==> config.mk <==
export PLATFORM = sky130hd
export DESIGN_NAME = pixel_compositor_top_flat
export DESIGN_NICKNAME = d
export VERILOG_FILES = /design/src/rtl/pc_pkg.sv /design/src/rtl/pc_if.sv /design/src/rtl/pc_csr.sv /design/src/rtl/pc_lane.sv /design/src/rtl/pc_merge.sv /design/src/rtl/pixel_compositor_top.sv /design/src/flat_wrapper.sv
export SDC_FILE = /design/constraint.sdc
export NUM_CORES = 1
export LEC_CHECK = 0
export ABC_AREA = 1
export BUFFER_PORTS_ARGS = -buffer_cell sky130_fd_sc_hd__buf_4
export CAP_MARGIN = 20
export CORE_UTILIZATION = 30
export DETAILED_ROUTE_END_ITERATION = 8
export REMOVE_ABC_BUFFERS = 1
export SETUP_SLACK_MARGIN = 0.5
export SLEW_MARGIN = 10
export SYNTH_ARGS = -nofsm -noshare
export SYNTH_HDL_FRONTEND = slang
export SYNTH_SLANG_ARGS = --single-unit
==> constraint.sdc <==
create_clock -name clock -period 17 [get_ports clock]
set_input_delay 0 -clock clock [delete_from_list [all_inputs] [get_ports clock]]
set_output_delay 0 -clock clock [all_outputs]
set_load 0.02 [all_outputs]
==> src/rtl/pc_pkg.sv <==
`default_nettype none

package pc_pkg;

   localparam int CHAN_W  = 8;
   localparam int MODE_W  = 3;
   localparam int ADDR_W  = 5;
   localparam int DATA_W  = 32;
   localparam int LANES   = 3;

   localparam logic [CHAN_W-1:0] CHAN_MAX = 8'd255;

   localparam logic [MODE_W-1:0] MODE_ALPHA   = 3'd0;
   localparam logic [MODE_W-1:0] MODE_AVERAGE = 3'd1;
   localparam logic [MODE_W-1:0] MODE_ADD_SAT = 3'd2;
   localparam logic [MODE_W-1:0] MODE_DARKEN  = 3'd3;
   localparam logic [MODE_W-1:0] MODE_INVERT  = 3'd4;

   localparam logic [2:0] REG_BLEND_MODE   = 3'd0;
   localparam logic [2:0] REG_ALPHA_WEIGHT = 3'd1;
   localparam logic [2:0] REG_USE_CONST    = 3'd2;
   localparam logic [2:0] REG_CONST_RED    = 3'd3;
   localparam logic [2:0] REG_CONST_GREEN  = 3'd4;
   localparam logic [2:0] REG_CONST_BLUE   = 3'd5;

   typedef logic [CHAN_W-1:0] chan_type;

   typedef struct packed {
      logic [MODE_W-1:0] blend_mode;
      chan_type          alpha_weight;
      logic              use_constant_colour;
      chan_type          const_red;
      chan_type          const_green;
      chan_type          const_blue;
   } cfg_type;

endpackage

`default_nettype wire

==> src/rtl/pc_if.sv <==
`default_nettype none

interface pc_req_if;
   import pc_pkg::*;
   logic     valid;
   logic     ready;
   chan_type dst_red;
   chan_type dst_green;
   chan_type dst_blue;
   chan_type src_red;
   chan_type src_green;
   chan_type src_blue;

   modport source (
      output valid, dst_red, dst_green, dst_blue, src_red, src_green, src_blue,
      input  ready
   );
   modport sink (
      input  valid, dst_red, dst_green, dst_blue, src_red, src_green, src_blue,
      output ready
   );
endinterface

interface pc_rsp_if;
   import pc_pkg::*;
   logic     valid;
   logic     ready;
   chan_type out_red;
   chan_type out_green;
   chan_type out_blue;

   modport source (
      output valid, out_red, out_green, out_blue,
      input  ready
   );
   modport sink (
      input  valid, out_red, out_green, out_blue,
      output ready
   );
endinterface

`default_nettype wire

==> src/rtl/pc_csr.sv <==
`default_nettype none

module pc_csr
   import pc_pkg::*;
(
   input  wire logic              clock,
   input  wire logic              reset,
   input  wire logic              psel,
   input  wire logic              penable,
   input  wire logic              pwrite,
   input  wire logic [ADDR_W-1:0] paddr,
   input  wire logic [DATA_W-1:0] pwdata,
   output logic      [DATA_W-1:0] prdata,
   output logic                   pready,
   output cfg_type                cfg
);

   cfg_type    cfg_ff;
   cfg_type    cfg_in;
   logic [2:0] reg_index;
   logic       wr_en;

   assign reg_index = paddr[ADDR_W-1:2];
   assign wr_en     = psel && penable && pwrite;
   assign pready    = 1'b1;
   assign cfg       = cfg_ff;

   always_comb begin
      cfg_in = cfg_ff;
      if (wr_en) begin
         unique case (reg_index)
            REG_BLEND_MODE:   cfg_in.blend_mode          = pwdata[MODE_W-1:0];
            REG_ALPHA_WEIGHT: cfg_in.alpha_weight        = pwdata[CHAN_W-1:0];
            REG_USE_CONST:    cfg_in.use_constant_colour = pwdata[0];
            REG_CONST_RED:    cfg_in.const_red           = pwdata[CHAN_W-1:0];
            REG_CONST_GREEN:  cfg_in.const_green         = pwdata[CHAN_W-1:0];
            REG_CONST_BLUE:   cfg_in.const_blue          = pwdata[CHAN_W-1:0];
            default: ;
         endcase
      end
   end

   always_comb begin
      unique case (reg_index)
         REG_BLEND_MODE:   prdata = DATA_W'(cfg_ff.blend_mode);
         REG_ALPHA_WEIGHT: prdata = DATA_W'(cfg_ff.alpha_weight);
         REG_USE_CONST:    prdata = DATA_W'(cfg_ff.use_constant_colour);
         REG_CONST_RED:    prdata = DATA_W'(cfg_ff.const_red);
         REG_CONST_GREEN:  prdata = DATA_W'(cfg_ff.const_green);
         REG_CONST_BLUE:   prdata = DATA_W'(cfg_ff.const_blue);
         default:          prdata = '0;
      endcase
   end

   always_ff @(posedge clock) begin
      if (reset) begin
         cfg_ff <= '0;
      end else begin
         cfg_ff <= cfg_in;
      end
   end

endmodule

`default_nettype wire

==> src/rtl/pc_lane.sv <==
`default_nettype none

module pc_lane
   import pc_pkg::*;
(
   input  wire logic              clock,
   input  wire logic              enable,
   input  wire logic [MODE_W-1:0] blend_mode,
   input  wire chan_type          alpha_weight,
   input  wire chan_type          dst,
   input  wire chan_type          src,
   output chan_type               result
);

   chan_type               result_ff;
   chan_type               result_in;
   logic [CHAN_W:0]        inv_weight;
   logic [2*CHAN_W:0]      blend_sum;
   logic [CHAN_W:0]        add_sum;

   assign inv_weight = (CHAN_W+1)'(1 << CHAN_W) - {1'b0, alpha_weight};
   assign blend_sum  = (2*CHAN_W+1)'(dst) * (2*CHAN_W+1)'(inv_weight)
                     + (2*CHAN_W+1)'(src) * (2*CHAN_W+1)'(alpha_weight);
   assign add_sum    = {1'b0, dst} + {1'b0, src};

   always_comb begin
      unique case (blend_mode)
         MODE_ALPHA:   result_in = blend_sum[2*CHAN_W-1:CHAN_W];
         MODE_AVERAGE: result_in = (dst >> 1) + (src >> 1);
         MODE_ADD_SAT: result_in = add_sum[CHAN_W] ? CHAN_MAX : add_sum[CHAN_W-1:0];
         MODE_DARKEN:  result_in = (src < dst) ? src : dst;
         MODE_INVERT:  result_in = CHAN_MAX - dst;
         default:      result_in = dst;
      endcase
   end

   always_ff @(posedge clock) begin
      if (enable) begin
         result_ff <= result_in;
      end
   end

   assign result = result_ff;

endmodule

`default_nettype wire

==> src/rtl/pc_merge.sv <==
`default_nettype none

module pc_merge
   import pc_pkg::*;
(
   input  wire logic  clock,
   input  wire logic  reset,
   input  wire logic  lane_valid,
   input  wire chan_type lane_red,
   input  wire chan_type lane_green,
   input  wire chan_type lane_blue,
   output logic       advance,
   pc_rsp_if.source   rsp_bus
);

   logic     valid_ff;
   logic     valid_in;
   chan_type red_ff;
   chan_type green_ff;
   chan_type blue_ff;

   assign advance  = !valid_ff || rsp_bus.ready;
   assign valid_in = advance ? lane_valid : valid_ff;

   always_ff @(posedge clock) begin
      if (reset) begin
         valid_ff <= 1'b0;
      end else begin
         valid_ff <= valid_in;
      end
   end

   always_ff @(posedge clock) begin
      if (advance) begin
         red_ff   <= lane_red;
         green_ff <= lane_green;
         blue_ff  <= lane_blue;
      end
   end

   assign rsp_bus.valid     = valid_ff;
   assign rsp_bus.out_red   = red_ff;
   assign rsp_bus.out_green = green_ff;
   assign rsp_bus.out_blue  = blue_ff;

endmodule

`default_nettype wire

==> src/rtl/pixel_compositor_top.sv <==
// channel   dir  handshake          payload
// req_bus   in   valid/ready        dst_red/green/blue, src_red/green/blue
// rsp_bus   out  valid/ready        out_red/green/blue
// csr       in   APB psel/penable   paddr[4:2] register, pwdata, prdata
//
// One request per clock while rsp_bus is ready. Stages: lane register, then
// output register. Three channel lanes run side by side in the first stage.
// Synchronous active-high reset clears the valid flags and the CSR fields.
// A stalled response holds; requests keep flowing until both stages are full.
`default_nettype none

module pixel_compositor_top
   import pc_pkg::*;
(
   input  wire logic              clock,
   input  wire logic              reset,
   pc_req_if.sink                 req_bus,
   pc_rsp_if.source               rsp_bus,
   input  wire logic              psel,
   input  wire logic              penable,
   input  wire logic              pwrite,
   input  wire logic [ADDR_W-1:0] paddr,
   input  wire logic [DATA_W-1:0] pwdata,
   output logic      [DATA_W-1:0] prdata,
   output logic                   pready
);

   cfg_type  cfg;
   logic     lane_valid_ff;
   logic     lane_valid_in;
   logic     advance;
   logic     take;
   chan_type opnd_red;
   chan_type opnd_green;
   chan_type opnd_blue;
   chan_type lane_red;
   chan_type lane_green;
   chan_type lane_blue;

   pc_csr u_csr (
      .clock   (clock),
      .reset   (reset),
      .psel    (psel),
      .penable (penable),
      .pwrite  (pwrite),
      .paddr   (paddr),
      .pwdata  (pwdata),
      .prdata  (prdata),
      .pready  (pready),
      .cfg     (cfg)
   );

   assign take          = !lane_valid_ff || advance;
   assign req_bus.ready = take;
   assign lane_valid_in = take ? req_bus.valid : lane_valid_ff;

   always_ff @(posedge clock) begin
      if (reset) begin
         lane_valid_ff <= 1'b0;
      end else begin
         lane_valid_ff <= lane_valid_in;
      end
   end

   assign opnd_red   = cfg.use_constant_colour ? cfg.const_red   : req_bus.src_red;
   assign opnd_green = cfg.use_constant_colour ? cfg.const_green : req_bus.src_green;
   assign opnd_blue  = cfg.use_constant_colour ? cfg.const_blue  : req_bus.src_blue;

   pc_lane u_lane_red (
      .clock        (clock),
      .enable       (take),
      .blend_mode   (cfg.blend_mode),
      .alpha_weight (cfg.alpha_weight),
      .dst          (req_bus.dst_red),
      .src          (opnd_red),
      .result       (lane_red)
   );

   pc_lane u_lane_green (
      .clock        (clock),
      .enable       (take),
      .blend_mode   (cfg.blend_mode),
      .alpha_weight (cfg.alpha_weight),
      .dst          (req_bus.dst_green),
      .src          (opnd_green),
      .result       (lane_green)
   );

   pc_lane u_lane_blue (
      .clock        (clock),
      .enable       (take),
      .blend_mode   (cfg.blend_mode),
      .alpha_weight (cfg.alpha_weight),
      .dst          (req_bus.dst_blue),
      .src          (opnd_blue),
      .result       (lane_blue)
   );

   pc_merge u_merge (
      .clock      (clock),
      .reset      (reset),
      .lane_valid (lane_valid_ff),
      .lane_red   (lane_red),
      .lane_green (lane_green),
      .lane_blue  (lane_blue),
      .advance    (advance),
      .rsp_bus    (rsp_bus)
   );

endmodule

`default_nettype wire

==> src/flat_wrapper.sv <==
// flat-port wrapper written by rule: the top's interface ports become plain ports
module pixel_compositor_top_flat import pc_pkg::*;
  (clock, reset, psel, penable, pwrite, paddr, pwdata, prdata, pready, req_bus_valid, req_bus_dst_red, req_bus_dst_green, req_bus_dst_blue, req_bus_src_red, req_bus_src_green, req_bus_src_blue, req_bus_ready, rsp_bus_valid, rsp_bus_out_red, rsp_bus_out_green, rsp_bus_out_blue, rsp_bus_ready);
  pc_req_if req_bus_i ();
  pc_rsp_if rsp_bus_i ();
  input  wire logic clock;
  input  wire logic reset;
  input  wire logic psel;
  input  wire logic penable;
  input  wire logic pwrite;
  input  wire logic [ADDR_W-1:0] paddr;
  input  wire logic [DATA_W-1:0] pwdata;
  output logic      [DATA_W-1:0] prdata;
  output logic pready;
  input wire logic [$bits(req_bus_i.valid)-1:0] req_bus_valid;
  input wire logic [$bits(req_bus_i.dst_red)-1:0] req_bus_dst_red;
  input wire logic [$bits(req_bus_i.dst_green)-1:0] req_bus_dst_green;
  input wire logic [$bits(req_bus_i.dst_blue)-1:0] req_bus_dst_blue;
  input wire logic [$bits(req_bus_i.src_red)-1:0] req_bus_src_red;
  input wire logic [$bits(req_bus_i.src_green)-1:0] req_bus_src_green;
  input wire logic [$bits(req_bus_i.src_blue)-1:0] req_bus_src_blue;
  output wire logic [$bits(req_bus_i.ready)-1:0] req_bus_ready;
  output wire logic [$bits(rsp_bus_i.valid)-1:0] rsp_bus_valid;
  output wire logic [$bits(rsp_bus_i.out_red)-1:0] rsp_bus_out_red;
  output wire logic [$bits(rsp_bus_i.out_green)-1:0] rsp_bus_out_green;
  output wire logic [$bits(rsp_bus_i.out_blue)-1:0] rsp_bus_out_blue;
  input wire logic [$bits(rsp_bus_i.ready)-1:0] rsp_bus_ready;
  assign req_bus_i.valid = req_bus_valid;
  assign req_bus_i.dst_red = req_bus_dst_red;
  assign req_bus_i.dst_green = req_bus_dst_green;
  assign req_bus_i.dst_blue = req_bus_dst_blue;
  assign req_bus_i.src_red = req_bus_src_red;
  assign req_bus_i.src_green = req_bus_src_green;
  assign req_bus_i.src_blue = req_bus_src_blue;
  assign req_bus_ready = req_bus_i.ready;
  assign rsp_bus_valid = rsp_bus_i.valid;
  assign rsp_bus_out_red = rsp_bus_i.out_red;
  assign rsp_bus_out_green = rsp_bus_i.out_green;
  assign rsp_bus_out_blue = rsp_bus_i.out_blue;
  assign rsp_bus_i.ready = rsp_bus_ready;
  pixel_compositor_top u_core (.clock(clock), .reset(reset), .req_bus(req_bus_i), .rsp_bus(rsp_bus_i), .psel(psel), .penable(penable), .pwrite(pwrite), .paddr(paddr), .pwdata(pwdata), .prdata(prdata), .pready(pready));
endmodule
==> reports/qor.yml, run 1 <==
floorplanning:
  chipHeight_microns: 265
  die_area_sq_um: 70300
  pin_count: 151
  rows: 96
  die_w_microns: 265
  start_util: 0.303
  core-area_sq_um: 68600
drt:
  via_per_inst: 4.72
  dr_wl_met2_mm: 28.0
  wl_met1_mm: 28.3
  dr.pass1.iters: 8
  vias: 18000
  wl_met3_mm: 6.39
  top_layer_used: "met5"
  drt_iter0_drc: 1733
  drc: 0
  wl_per_cell_microns: 16.9
  wl_mm: 64.6
  detail-route-antenna-nets: 0
final_layout:
  fillCellCount: 7437
  final_common_cell: "inv_1"
  drive_above_1_share: 0.0796
  final_cell_mix: "618 x inv_1, 595 x nand2_1, 358 x nor2_1"
  n_antenna_cell: 0
  multi_input_area_sq_um: 15600
  area_growth_pct: 9.83
  seq_area_sq_um: 2200
  fin_nets: 3510
  fin_util: 0.332
worst_setup_path:
  r2r_cells: 31
  regToRegSetupSlack_ps: 8390
  critical_path_class: "flop to flop"
  crit_required_ps: 17050
  r2r_start: "u_core.u_csr.cfg[27]"
  critPathMaxFanout: 20
  crit_top_cell: "inv_1"
  r2r_end: "u_core.u_lane_blue.result[7]"
  cpMaxStageDelayCell: "dfxtp_1"
  critPathCapture: "u_core.u_lane_blue.result[7]"
  endpoint_kind: "flop"
  crit_start: "u_core.u_csr.cfg[27]"
  worstSetupStartpointType: "flop"
  arrival_ps: 8660
  slowest_delay_ps: 800
global_route:
  grt_max_degree: 39
  grt_pass1_vias: 17200
  grt_pass1_wl_mm: 99.7
  track_usage: 0.188
  antenna_found_initial: 0
  grt_overflow: 0
sta:
  skew_ps: 10.1
  setup_viol: 0
  hold_viol_final: 0
  tightest_slew_ps: 946
  slew_headroom: 0.366
  setup_tns_ps: 0
  hold_ws_ps: 34.9
  drv_slew: 0
  rsz0062_at_grt: "false"
  fin_crit_ps: 8610
  max_freq_mhz: 116
  setup_ws_ps: 8390
  fin_crit_sh: 0.507
synthesis:
  ys_types: 54
  yosys_most_used_dff: "edfxtp_1"
  syn-instance-count: 2815
  synth_edf_count: 48
  synth_area_sq_um: 20800
  ys_seq_area_frac: 0.106
  ys.warnings.count: 0
  ys_ff_latch: 86
  async_flop_share: 0
  avgSynthCellArea_sq_um: 7.37
clock_tree:
  htreeDepth: 3
  cts_tree: "yes"
  clock_path_buffers: 2
  ctsRootBufferMaster: "clkbuf_16"
  cts_inserted_buffers: 9
  clkTransAtPathRegs_ps: 80
  cts_hold_buf: 11
  cts.repair.resized: 0
  insertion_delay_ps: 400
  clock_sinks: 86
  cts_setup_buffers: 0
pwr:
  p_leak_uw: 0.0122
  ir_drop_mv: 0.0539
  p_per_area_nw_per_um2: 51.3
  total_power_uw: 1170
min_path:
  hp-class: "primary input to flop"
placed_design:
  numPortBuffers: 99
  routabilityCongestion: 0.914
  post-dp-hpwl_mm: 51.1
  place_ws_ps: 8520
job:
  maxCapViolCount: 0
run_status:
  outcome: "finished clean"
==> logic make-up after synthesis <==
family | synth area share
AOI/OAI and AO/OA | 0.0727
buffers and inverters | 0.145
DFF | 0.106
and+or+nand+nor | 0.238
other | 0.000362
xor gates and xnor gates | 0.00422
adders and majority gates | 0.433
==> critical path: cells and delay by family, from the launching register on <==
family | cells | cell delay, ps
adders and majority gates | 7 | 3340
buffers and inverters | 9 | 1990
and+or+nand+nor | 15 | 2120
DFF | 1 | 800
==> metal layers <==
metal  track usage  up-vias
met2         0.287      742
met4        0.0462        4
met3        0.0531       82
li1              -     8620
met1         0.258     8570
met5        0.0270        -
==> cell type report <==
class,count,area share
multi-input combinational,2000,0.686
inverter,651,0.107
sequential,86,0.0966
tap,931,0.0511
timing repair buffer,135,0.0457
clock buffer,9,0.00988
clock inverter,7,0.00324
==> worst min-delay path by stage <==
stage / startpoint / endpoint / slack (ps) / cells after the start
final: req_bus_dst_red[1] / u_core.u_lane_red.result[1] / 30 / 3
after CTS: req_bus_dst_red[7] / u_core.u_lane_red.result[7] / 20 / 3
after detailed placement: pwdata[6] / u_core.u_csr.cfg[22] / 310 / 3
after global routing: req_bus_dst_red[7] / u_core.u_lane_red.result[7] / 50 / 3
after floorplan: reset / u_core.lane_valid_ff / 70 / 1
after global placement: pwdata[4] / u_core.u_csr.cfg[20] / 310 / 3
==> cells in the mapped netlist (14+ instances only) <==
cell type  instances  area (sq um)
inv_1            618          2320
nand2_1          595          2230
nor2_1           360          1350
fa_1             306          6130
ha_1             229          2870
nand3_1          153           766
a21oi_1           88           440
o21ai_0           62           310
edfxtp_1          48          1440
clkbuf_1          38           143
dfxtp_1           38           761
buf_4             27           203
a211oi_1          26           195
buf_2             25           125
inv_2             25          93.8
nand3b_1          15           113
nor3_1            14          70.1
==> power by group <==
group	leakage, uW	internal, uW	switching (uW)
registers	0.000819	291	16.2
logic	0.0112	227	426
clock network	0.000147	104	104
total	0.0122	622	547
==> registers in the layout, indices dropped and copies added (netlist names) <==
register	flops
u_core.u_csr.cfg	36
u_core.u_merge.rsp_bus.valid	1
u_core.u_lane_red.result	8
u_core.u_merge.rsp_bus.out_green	8
u_core.u_merge.rsp_bus.out_red	8
u_core.u_merge.rsp_bus.out_blue	8
u_core.lane_valid_ff	1
u_core.u_lane_blue.result	8
u_core.u_lane_green.result	8
==> stage by stage <==
stage	cell area [sq um]	instances
2_1_floorplan	20300	2737
3_3_place_gp	22400	3792
3_5_place_dp	22400	3792
4_1_cts	22800	3819
5_1_grt	22800	3819
6_report	22800	3819
Note: power is estimated with default switching activity, not from simulation.
==> run 2, diff against run 1 <==
clock period = 8.45 ns   (was 17 ns; I/O delays follow)
==> reports/qor.yml, run 2 (same netlist as run 1, synthesis figures left out) <==
run_status:
  outcome: "finished clean"
final_layout:
  fillCellCount: 7380  # -0.77%
  area_growth_pct: 10.3
  fin_nets: 3519  # +0.26%
  largest_register_ffs: 36  # unchanged
  drive_above_1_share: 0.0832  # +0.00355
  final_cell_mix: "617 x inv_1, 595 x nand2_1, 358 x nor2_1"
  final_common_cell: "inv_1"
  seq_area_sq_um: 2200  # unchanged
  design_area_sq_um: 22900  # +0.46%
  multi_input_area_sq_um: 15600  # unchanged
  n_antenna_cell: 0  # unchanged
min_path:
  min_to: "u_core.u_lane_green.result[4]"
  hp-class: "primary input to flop"
  hold_depth: 3  # unchanged
  holdCritStartpoint: "req_bus_dst_green[4]"
pwr:
  p_switching_uw: 1090  # +99%
  pwr-share-comb: 0.541  # -0.018
  power.share.clock: 0.196  # +0.018
  p_leak_uw: 0.0122  # +0.32%
  p_per_area_nw_per_um2: 104  # +100%
  p_sw_frac: 0.454  # -0.0136
  intPower_uw: 1310  # +110%
  ir_drop_mv: 0.102  # +90%
  p_seq_frac: 0.262  # about the same
global_route:
  grt_max_degree: 39  # unchanged
  grt_pass1_wl_mm: 101  # +0.99%
  grt_overflow: 0  # unchanged
  antenna_found_initial: 0  # unchanged
  grt_pass1_vias: 17400  # +1.6%
  track_usage: 0.188  # +0.000345
worst_setup_path:
  regToRegSetupSlack_ps: 960  # -7430 ps
  worstSetupStartpointType: "flop"
  cpMaxStageDelayCell: "dfxtp_1"
  endpoint_kind: "flop"
  critPathTopFamily: "adder cells"
  r2r_end: "u_core.u_lane_blue.result[7]"
  r2r_start: "u_core.u_csr.cfg[27]"
  critPathMaxFanout: 12  # -40%
  r2r_cells: 27  # -13%
  crit_start: "u_core.u_csr.cfg[27]"
  crit_required_ps: 8550  # -8500 ps
  crit_top_cell: "nand2_1"
  cp.buffers_inverters: 6  # -3
  critical_path_class: "flop to flop"
  arrival_ps: 7590  # -1070 ps
  slowest_delay_ps: 800  # about the same
sta:
  setup_viol: 0  # unchanged
  rsz0062_at_grt: "false"
  tightest_slew_ps: 1120  # +171 ps
  slew_headroom: 0.256  # -0.110
  fin_crit_ps: 7490  # -1120 ps
  skew_ps: 16.3  # +6.21 ps
  setup_tns_ps: 0  # unchanged
  fin_crit_sh: 0.886  # +0.380
  max_freq_mhz: 134  # +15%
  drv_slew: 0  # unchanged
  hold_viol_final: 0  # unchanged
placed_design:
  routabilityCongestion: 0.930  # +1.7%
  placed_area_sq_um: 22500  # +0.30%
  post-dp-hpwl_mm: 51.7  # +1.1%
  numPortBuffers: 99  # unchanged
drt:
  wl_per_cell_microns: 17.0  # +0.35%
  detail-route-antenna-nets: 0  # unchanged
  drt_iter0_drc: 1440  # -17%
  dr.pass1.iters: 6  # -2
  drc: 0  # unchanged
  wl_mm: 64.9  # +0.58%
  vias: 18100  # +0.29%
  via_per_inst: 4.72  # about the same
floorplanning:
  die_area_sq_um: 70300  # unchanged
  chipHeight_microns: 265  # unchanged
  start_util: 0.303  # unchanged
  rows: 96  # unchanged
  core-area_sq_um: 68600  # unchanged
  die_w_microns: 265  # unchanged
  pin_count: 151  # unchanged
job:
  maxCapViolCount: 0  # unchanged
clock_tree:
  ctsRootBufferMaster: "clkbuf_16"
  cts_tree: "yes"
  clkTransAtPathRegs_ps: 80  # about the same
  clock_sinks: 86  # unchanged
  htreeDepth: 3  # unchanged
  clock_path_buffers: 2  # unchanged
  insertion_delay_ps: 400  # about the same
  cts_inserted_buffers: 9  # unchanged
-- run 2: timing repair --
item	CTS	global route
hold endpoints to repair	39	0
hold buffers	11	0
setup endpoints to repair	0	1
setup buffers	0	0
gates resized for setup	0	2
-- run 2: how the worst max path moves through the flow --
stage                                          endpoint  slack, ps  cells after the start
final                      u_core.u_lane_blue.result[7]        960                     27
after global routing       u_core.u_lane_blue.result[7]        580                     30
after CTS                  u_core.u_lane_blue.result[7]        970                     30
after detailed placement   u_core.u_lane_blue.result[7]        970                     30
after global placement     u_core.u_lane_blue.result[7]       1020                     30
after floorplan           u_core.u_lane_green.result[3]       1680                     26
-- run 2: layout make-up --
class,count,area share
flip-flops and latches,86,0.0962
multi-input cells,2000,0.683
repair buffers,144,0.0484
inverters,651,0.107
clock inverters,7,0.00453
clock buffers,9,0.00983
well taps,931,0.0509
-- run 2: power groups by stage --
stage | clock network (uW) | logic [uW] | registers [uW]
3_3_place_gp | 0 | 1280 | 641
5_1_grt | 500 | 1460 | 638
2_1_floorplan | 0 | 782 | 690
6_report | 470 | 1300 | 628
4_1_cts | 489 | 1300 | 632
3_5_place_dp | 0 | 1280 | 642
-- run 2: worst reg2reg max path, delay by kind of cell, from the launching register on --
| kind | cells | cell delay (ps) |
|---|---|---|
| and+or+nand+nor | 13 | 1920 |
| buffers and inverters | 6 | 1170 |
| AOI/OAI and AO/OA | 1 | 90 |
| DFF | 1 | 800 |
| adders and majority gates | 7 | 3220 |
-- run 2: stage by stage --
stage | utilization | setup WS [ps] | hold slack [ps] | instances | total power [uW]
floorplan | - | 1680 | 69.1 | 2737 | 1470
global placement | 0.327 | 1020 | 301 | 3801 | 1920
detailed placement | 0.327 | 974 | 304 | 3801 | 1930
CTS | 0.334 | 973 | 0.261 | 3828 | 2420
global route | 0.334 | 576 | 13.3 | 3828 | 2600
finish | 0.334 | 961 | 19.4 | 3828 | 2390
-- run 2: per-layer routing --
metal	vias to the layer above	global-route usage	part of all wire
met5	-	0	0
met4	0	0.0491	0.024
met3	72	0.0400	0.091
met2	683	0.290	0.44
met1	8681	0.266	0.45
li1	8634	-	-
==> run 3, diff against run 2 <==
ABC_AREA = unset   (was 1)
==> reports/qor.yml, run 3 <==
global_route:
  grt_max_degree: 40  # +2.6%
  grt_overflow: 0  # unchanged
  grt_pass1_wl_mm: 93.7  # -7.0%
  track_usage: 0.179  # -0.00909
  antenna_found_initial: 3  # +3
  grt_pass1_vias: 16200  # -6.8%
pwr:
  p_switching_uw: 738  # -32%
  p_sw_frac: 0.404  # -0.0500
  p_seq_frac: 0.313  # +0.051
  p_leak_uw: 0.0111  # -9.3%
  p_per_area_nw_per_um2: 82.0  # -22%
  pwr-share-comb: 0.457  # -0.084
  power.share.clock: 0.230  # +0.034
  intPower_uw: 1090  # -17%
  ir_drop_mv: 0.0808  # -21%
synthesis:
  syn-instance-count: 2356  # -16%
  ys_seq_area_frac: 0.109  # +0.00275
  yosys_most_used_dff: "edfxtp_1"
  synthTopCellsByArea: "fa_1 30%, ha_1 14%, inv_1 8.9%"
  ys_types: 76  # +41%
  yosys.area.top_type: "fa_1"
  yosysTopAreaCellShare: 0.303  # +0.00764
  async_flop_share: 0  # unchanged
  ys_ff_latch: 86  # unchanged
  synth_common_cells: "478 x inv_1, 306 x fa_1, 229 x ha_1"
  synth_edf_count: 48  # unchanged
  synth.most_common_cell: "inv_1"
  avgSynthCellArea_sq_um: 8.59  # +16%
  synth_area_sq_um: 20200  # -2.5%
  ys.warnings.count: 0  # unchanged
min_path:
  hp-class: "primary input to flop"
clock_tree:
  insertion_delay_ps: 360  # -40 ps
  cts_tree: "yes"
  cts.repair.resized: 0  # unchanged
  cts_setup_buffers: 0  # unchanged
  clkTransAtPathRegs_ps: 70  # about the same
  clock_path_buffers: 2  # unchanged
  cts_hold_buf: 10  # -1
  htreeDepth: 3  # unchanged
  ctsRootBufferMaster: "clkbuf_16"
  cts_inserted_buffers: 9  # unchanged
  clock_sinks: 86  # unchanged
run_status:
  outcome: "finished clean"
worst_setup_path:
  worstSetupStartpointType: "flop"
  cpMaxStageDelayCell: "xor2_2"
  critical_path_class: "flop to flop"
  crit_required_ps: 8540  # about the same
  critPathMaxFanout: 17  # +5
  slowest_delay_ps: 550  # -250 ps
  regToRegSetupSlack_ps: 1030  # +70 ps
  endpoint_kind: "flop"
  arrival_ps: 7510  # -80 ps
  crit_top_cell: "fa_1"
  crit_chain: "inv_1 -> ha_1 -> nand3b_1 -> xor2_2 -> buf_4 -> nand2_1 -> fa_1 -> fa_1 -> fa_1 -> inv_1 -> fa_1 -> fa_1 -> inv_1 -> fa_1 -> inv_1 -> ha_1 -> a21o_1 -> o31ai_1 -> a31o_2 -> o21ai_2 -> a21oi_2 -> o21bai_2 -> xnor2_1 -> o21ai_1"
floorplanning:
  start_util: 0.306  # +0.00292
  pin_count: 151  # unchanged
  chipHeight_microns: 262  # -1.3%
  core-area_sq_um: 66200  # -3.5%
  die_area_sq_um: 68500  # -2.5%
  die_w_microns: 262  # -1.3%
  rows: 94  # -2.1%
sta:
  drv_slew: 0  # unchanged
  hold_viol_final: 0  # unchanged
  setup_viol: 0  # unchanged
  slew_headroom: 0.186  # -0.0694
  max_freq_mhz: 135  # +0.91%
  tightest_slew_ps: 1220  # +99.6 ps
  fin_crit_ps: 7420  # -67.5 ps
  setup_tns_ps: 0  # unchanged
  rsz0062_at_grt: "false"
  hold_ws_ps: 51.8  # +32.4 ps
  skew_ps: 9.06  # -7.24 ps
  fin_crit_sh: 0.878  # -0.00799
drt:
  wl_mm: 60.2  # -7.3%
  wl_per_cell_microns: 18.4  # +8.5%
  detail-route-antenna-nets: 0  # unchanged
  drt_iter0_drc: 1353  # -6.0%
  dr.pass1.iters: 5  # -1
  via_per_inst: 4.89  # +3.6%
  vias: 16000  # -11%
  drc: 0  # unchanged
final_layout:
  largest_register_ffs: 36  # unchanged
  final_common_cell: "inv_1"
  design_area_sq_um: 22300  # -2.8%
  area_growth_pct: 10.0
  drive_above_1_share: 0.0787  # -0.00454
  fillCellCount: 6877  # -6.8%
  final_cell_mix: "478 x inv_1, 306 x fa_1, 229 x ha_1"
  instances_no_fill: 3270  # -15%
  fin_nets: 3025  # -14%
placed_design:
  dp.cells: 3240  # -15%
  post-dp-hpwl_mm: 47.0  # -9.2%
  routabilityCongestion: 0.942  # +1.3%
  numPortBuffers: 99  # unchanged
  placed_area_sq_um: 21800  # -2.7%
job:
  maxCapViolCount: 0  # unchanged
-- run 3: power by group through the flow --
stage / clock [uW] / combinational, uW / sequential [uW]
after floorplan: 0 / 484 / 610
after global placement: 0 / 820 / 580
after detailed placement: 0 / 827 / 580
after CTS: 424 / 835 / 573
after global routing: 444 / 930 / 577
final: 419 / 834 / 572
-- run 3: worst max-delay path, delay by kind of cell, from the launching register on --
kind | cells | cell delay [ps]
flops | 1 | 310
simple gates | 2 | 300
fa+ha+maj | 8 | 3640
buf+inv | 5 | 980
xor+xnor | 2 | 770
compound gates | 7 | 1130
-- run 3: area by class of cell --
class / count / area (sq um) / share of cell area
antenna: 3 / 7.51 / 0.000337
clock buffer: 11 / 264 / 0.0119
clock inverter: 5 / 45.0 / 0.00202
inverter: 480 / 1800 / 0.0809
multi-input combinational: 1673 / 15700 / 0.706
sequential: 86 / 2200 / 0.0990
tap: 864 / 1080 / 0.0486
timing repair buffer: 148 / 1140 / 0.0510
-- run 3: kinds of logic (layout without fill, tap and decap cells) --
family	after synthesis	count (layout)	share of synthesized area
other cells	2	28	0.000371
xor+xnor	76	76	0.0329
mux	79	79	0.0409
buf+inv	620	644	0.121
simple gates	669	669	0.161
compound gates	289	289	0.0905
fa+ha+maj	535	535	0.444
flops	86	86	0.109
-- run 3: layer usage --
| layer | vias up | part of all wire | GRT usage |
|---|---|---|---|
| li1 | 7411 | - | - |
| met1 | 7929 | 0.45 | 0.245 |
| met2 | 566 | 0.45 | 0.285 |
| met3 | 86 | 0.079 | 0.0390 |
| met4 | 0 | 0.027 | 0.0467 |
| met5 | - | 0 | 0 |
-- run 3: final timing paths --
check,startpoint,to,cells after the start
max,u_core.u_csr.cfg[25],u_core.u_lane_blue.result[7],24
min,reset,u_core.u_csr.cfg[24],2
max reg2reg,u_core.u_csr.cfg[25],u_core.u_lane_blue.result[7],24
min reg2reg,u_core.u_lane_blue.result[3],u_core.u_merge.rsp_bus.out_blue[3],0
-- run 3: per-stage QoR --
stage	worst slack, ps	power [uW]	utilization
after floorplan	926	1090	-
after global placement	1090	1400	0.330
after detailed placement	1040	1410	0.330
after CTS	1030	1830	0.336
after global routing	639	1950	0.336
final	1030	1820	0.336
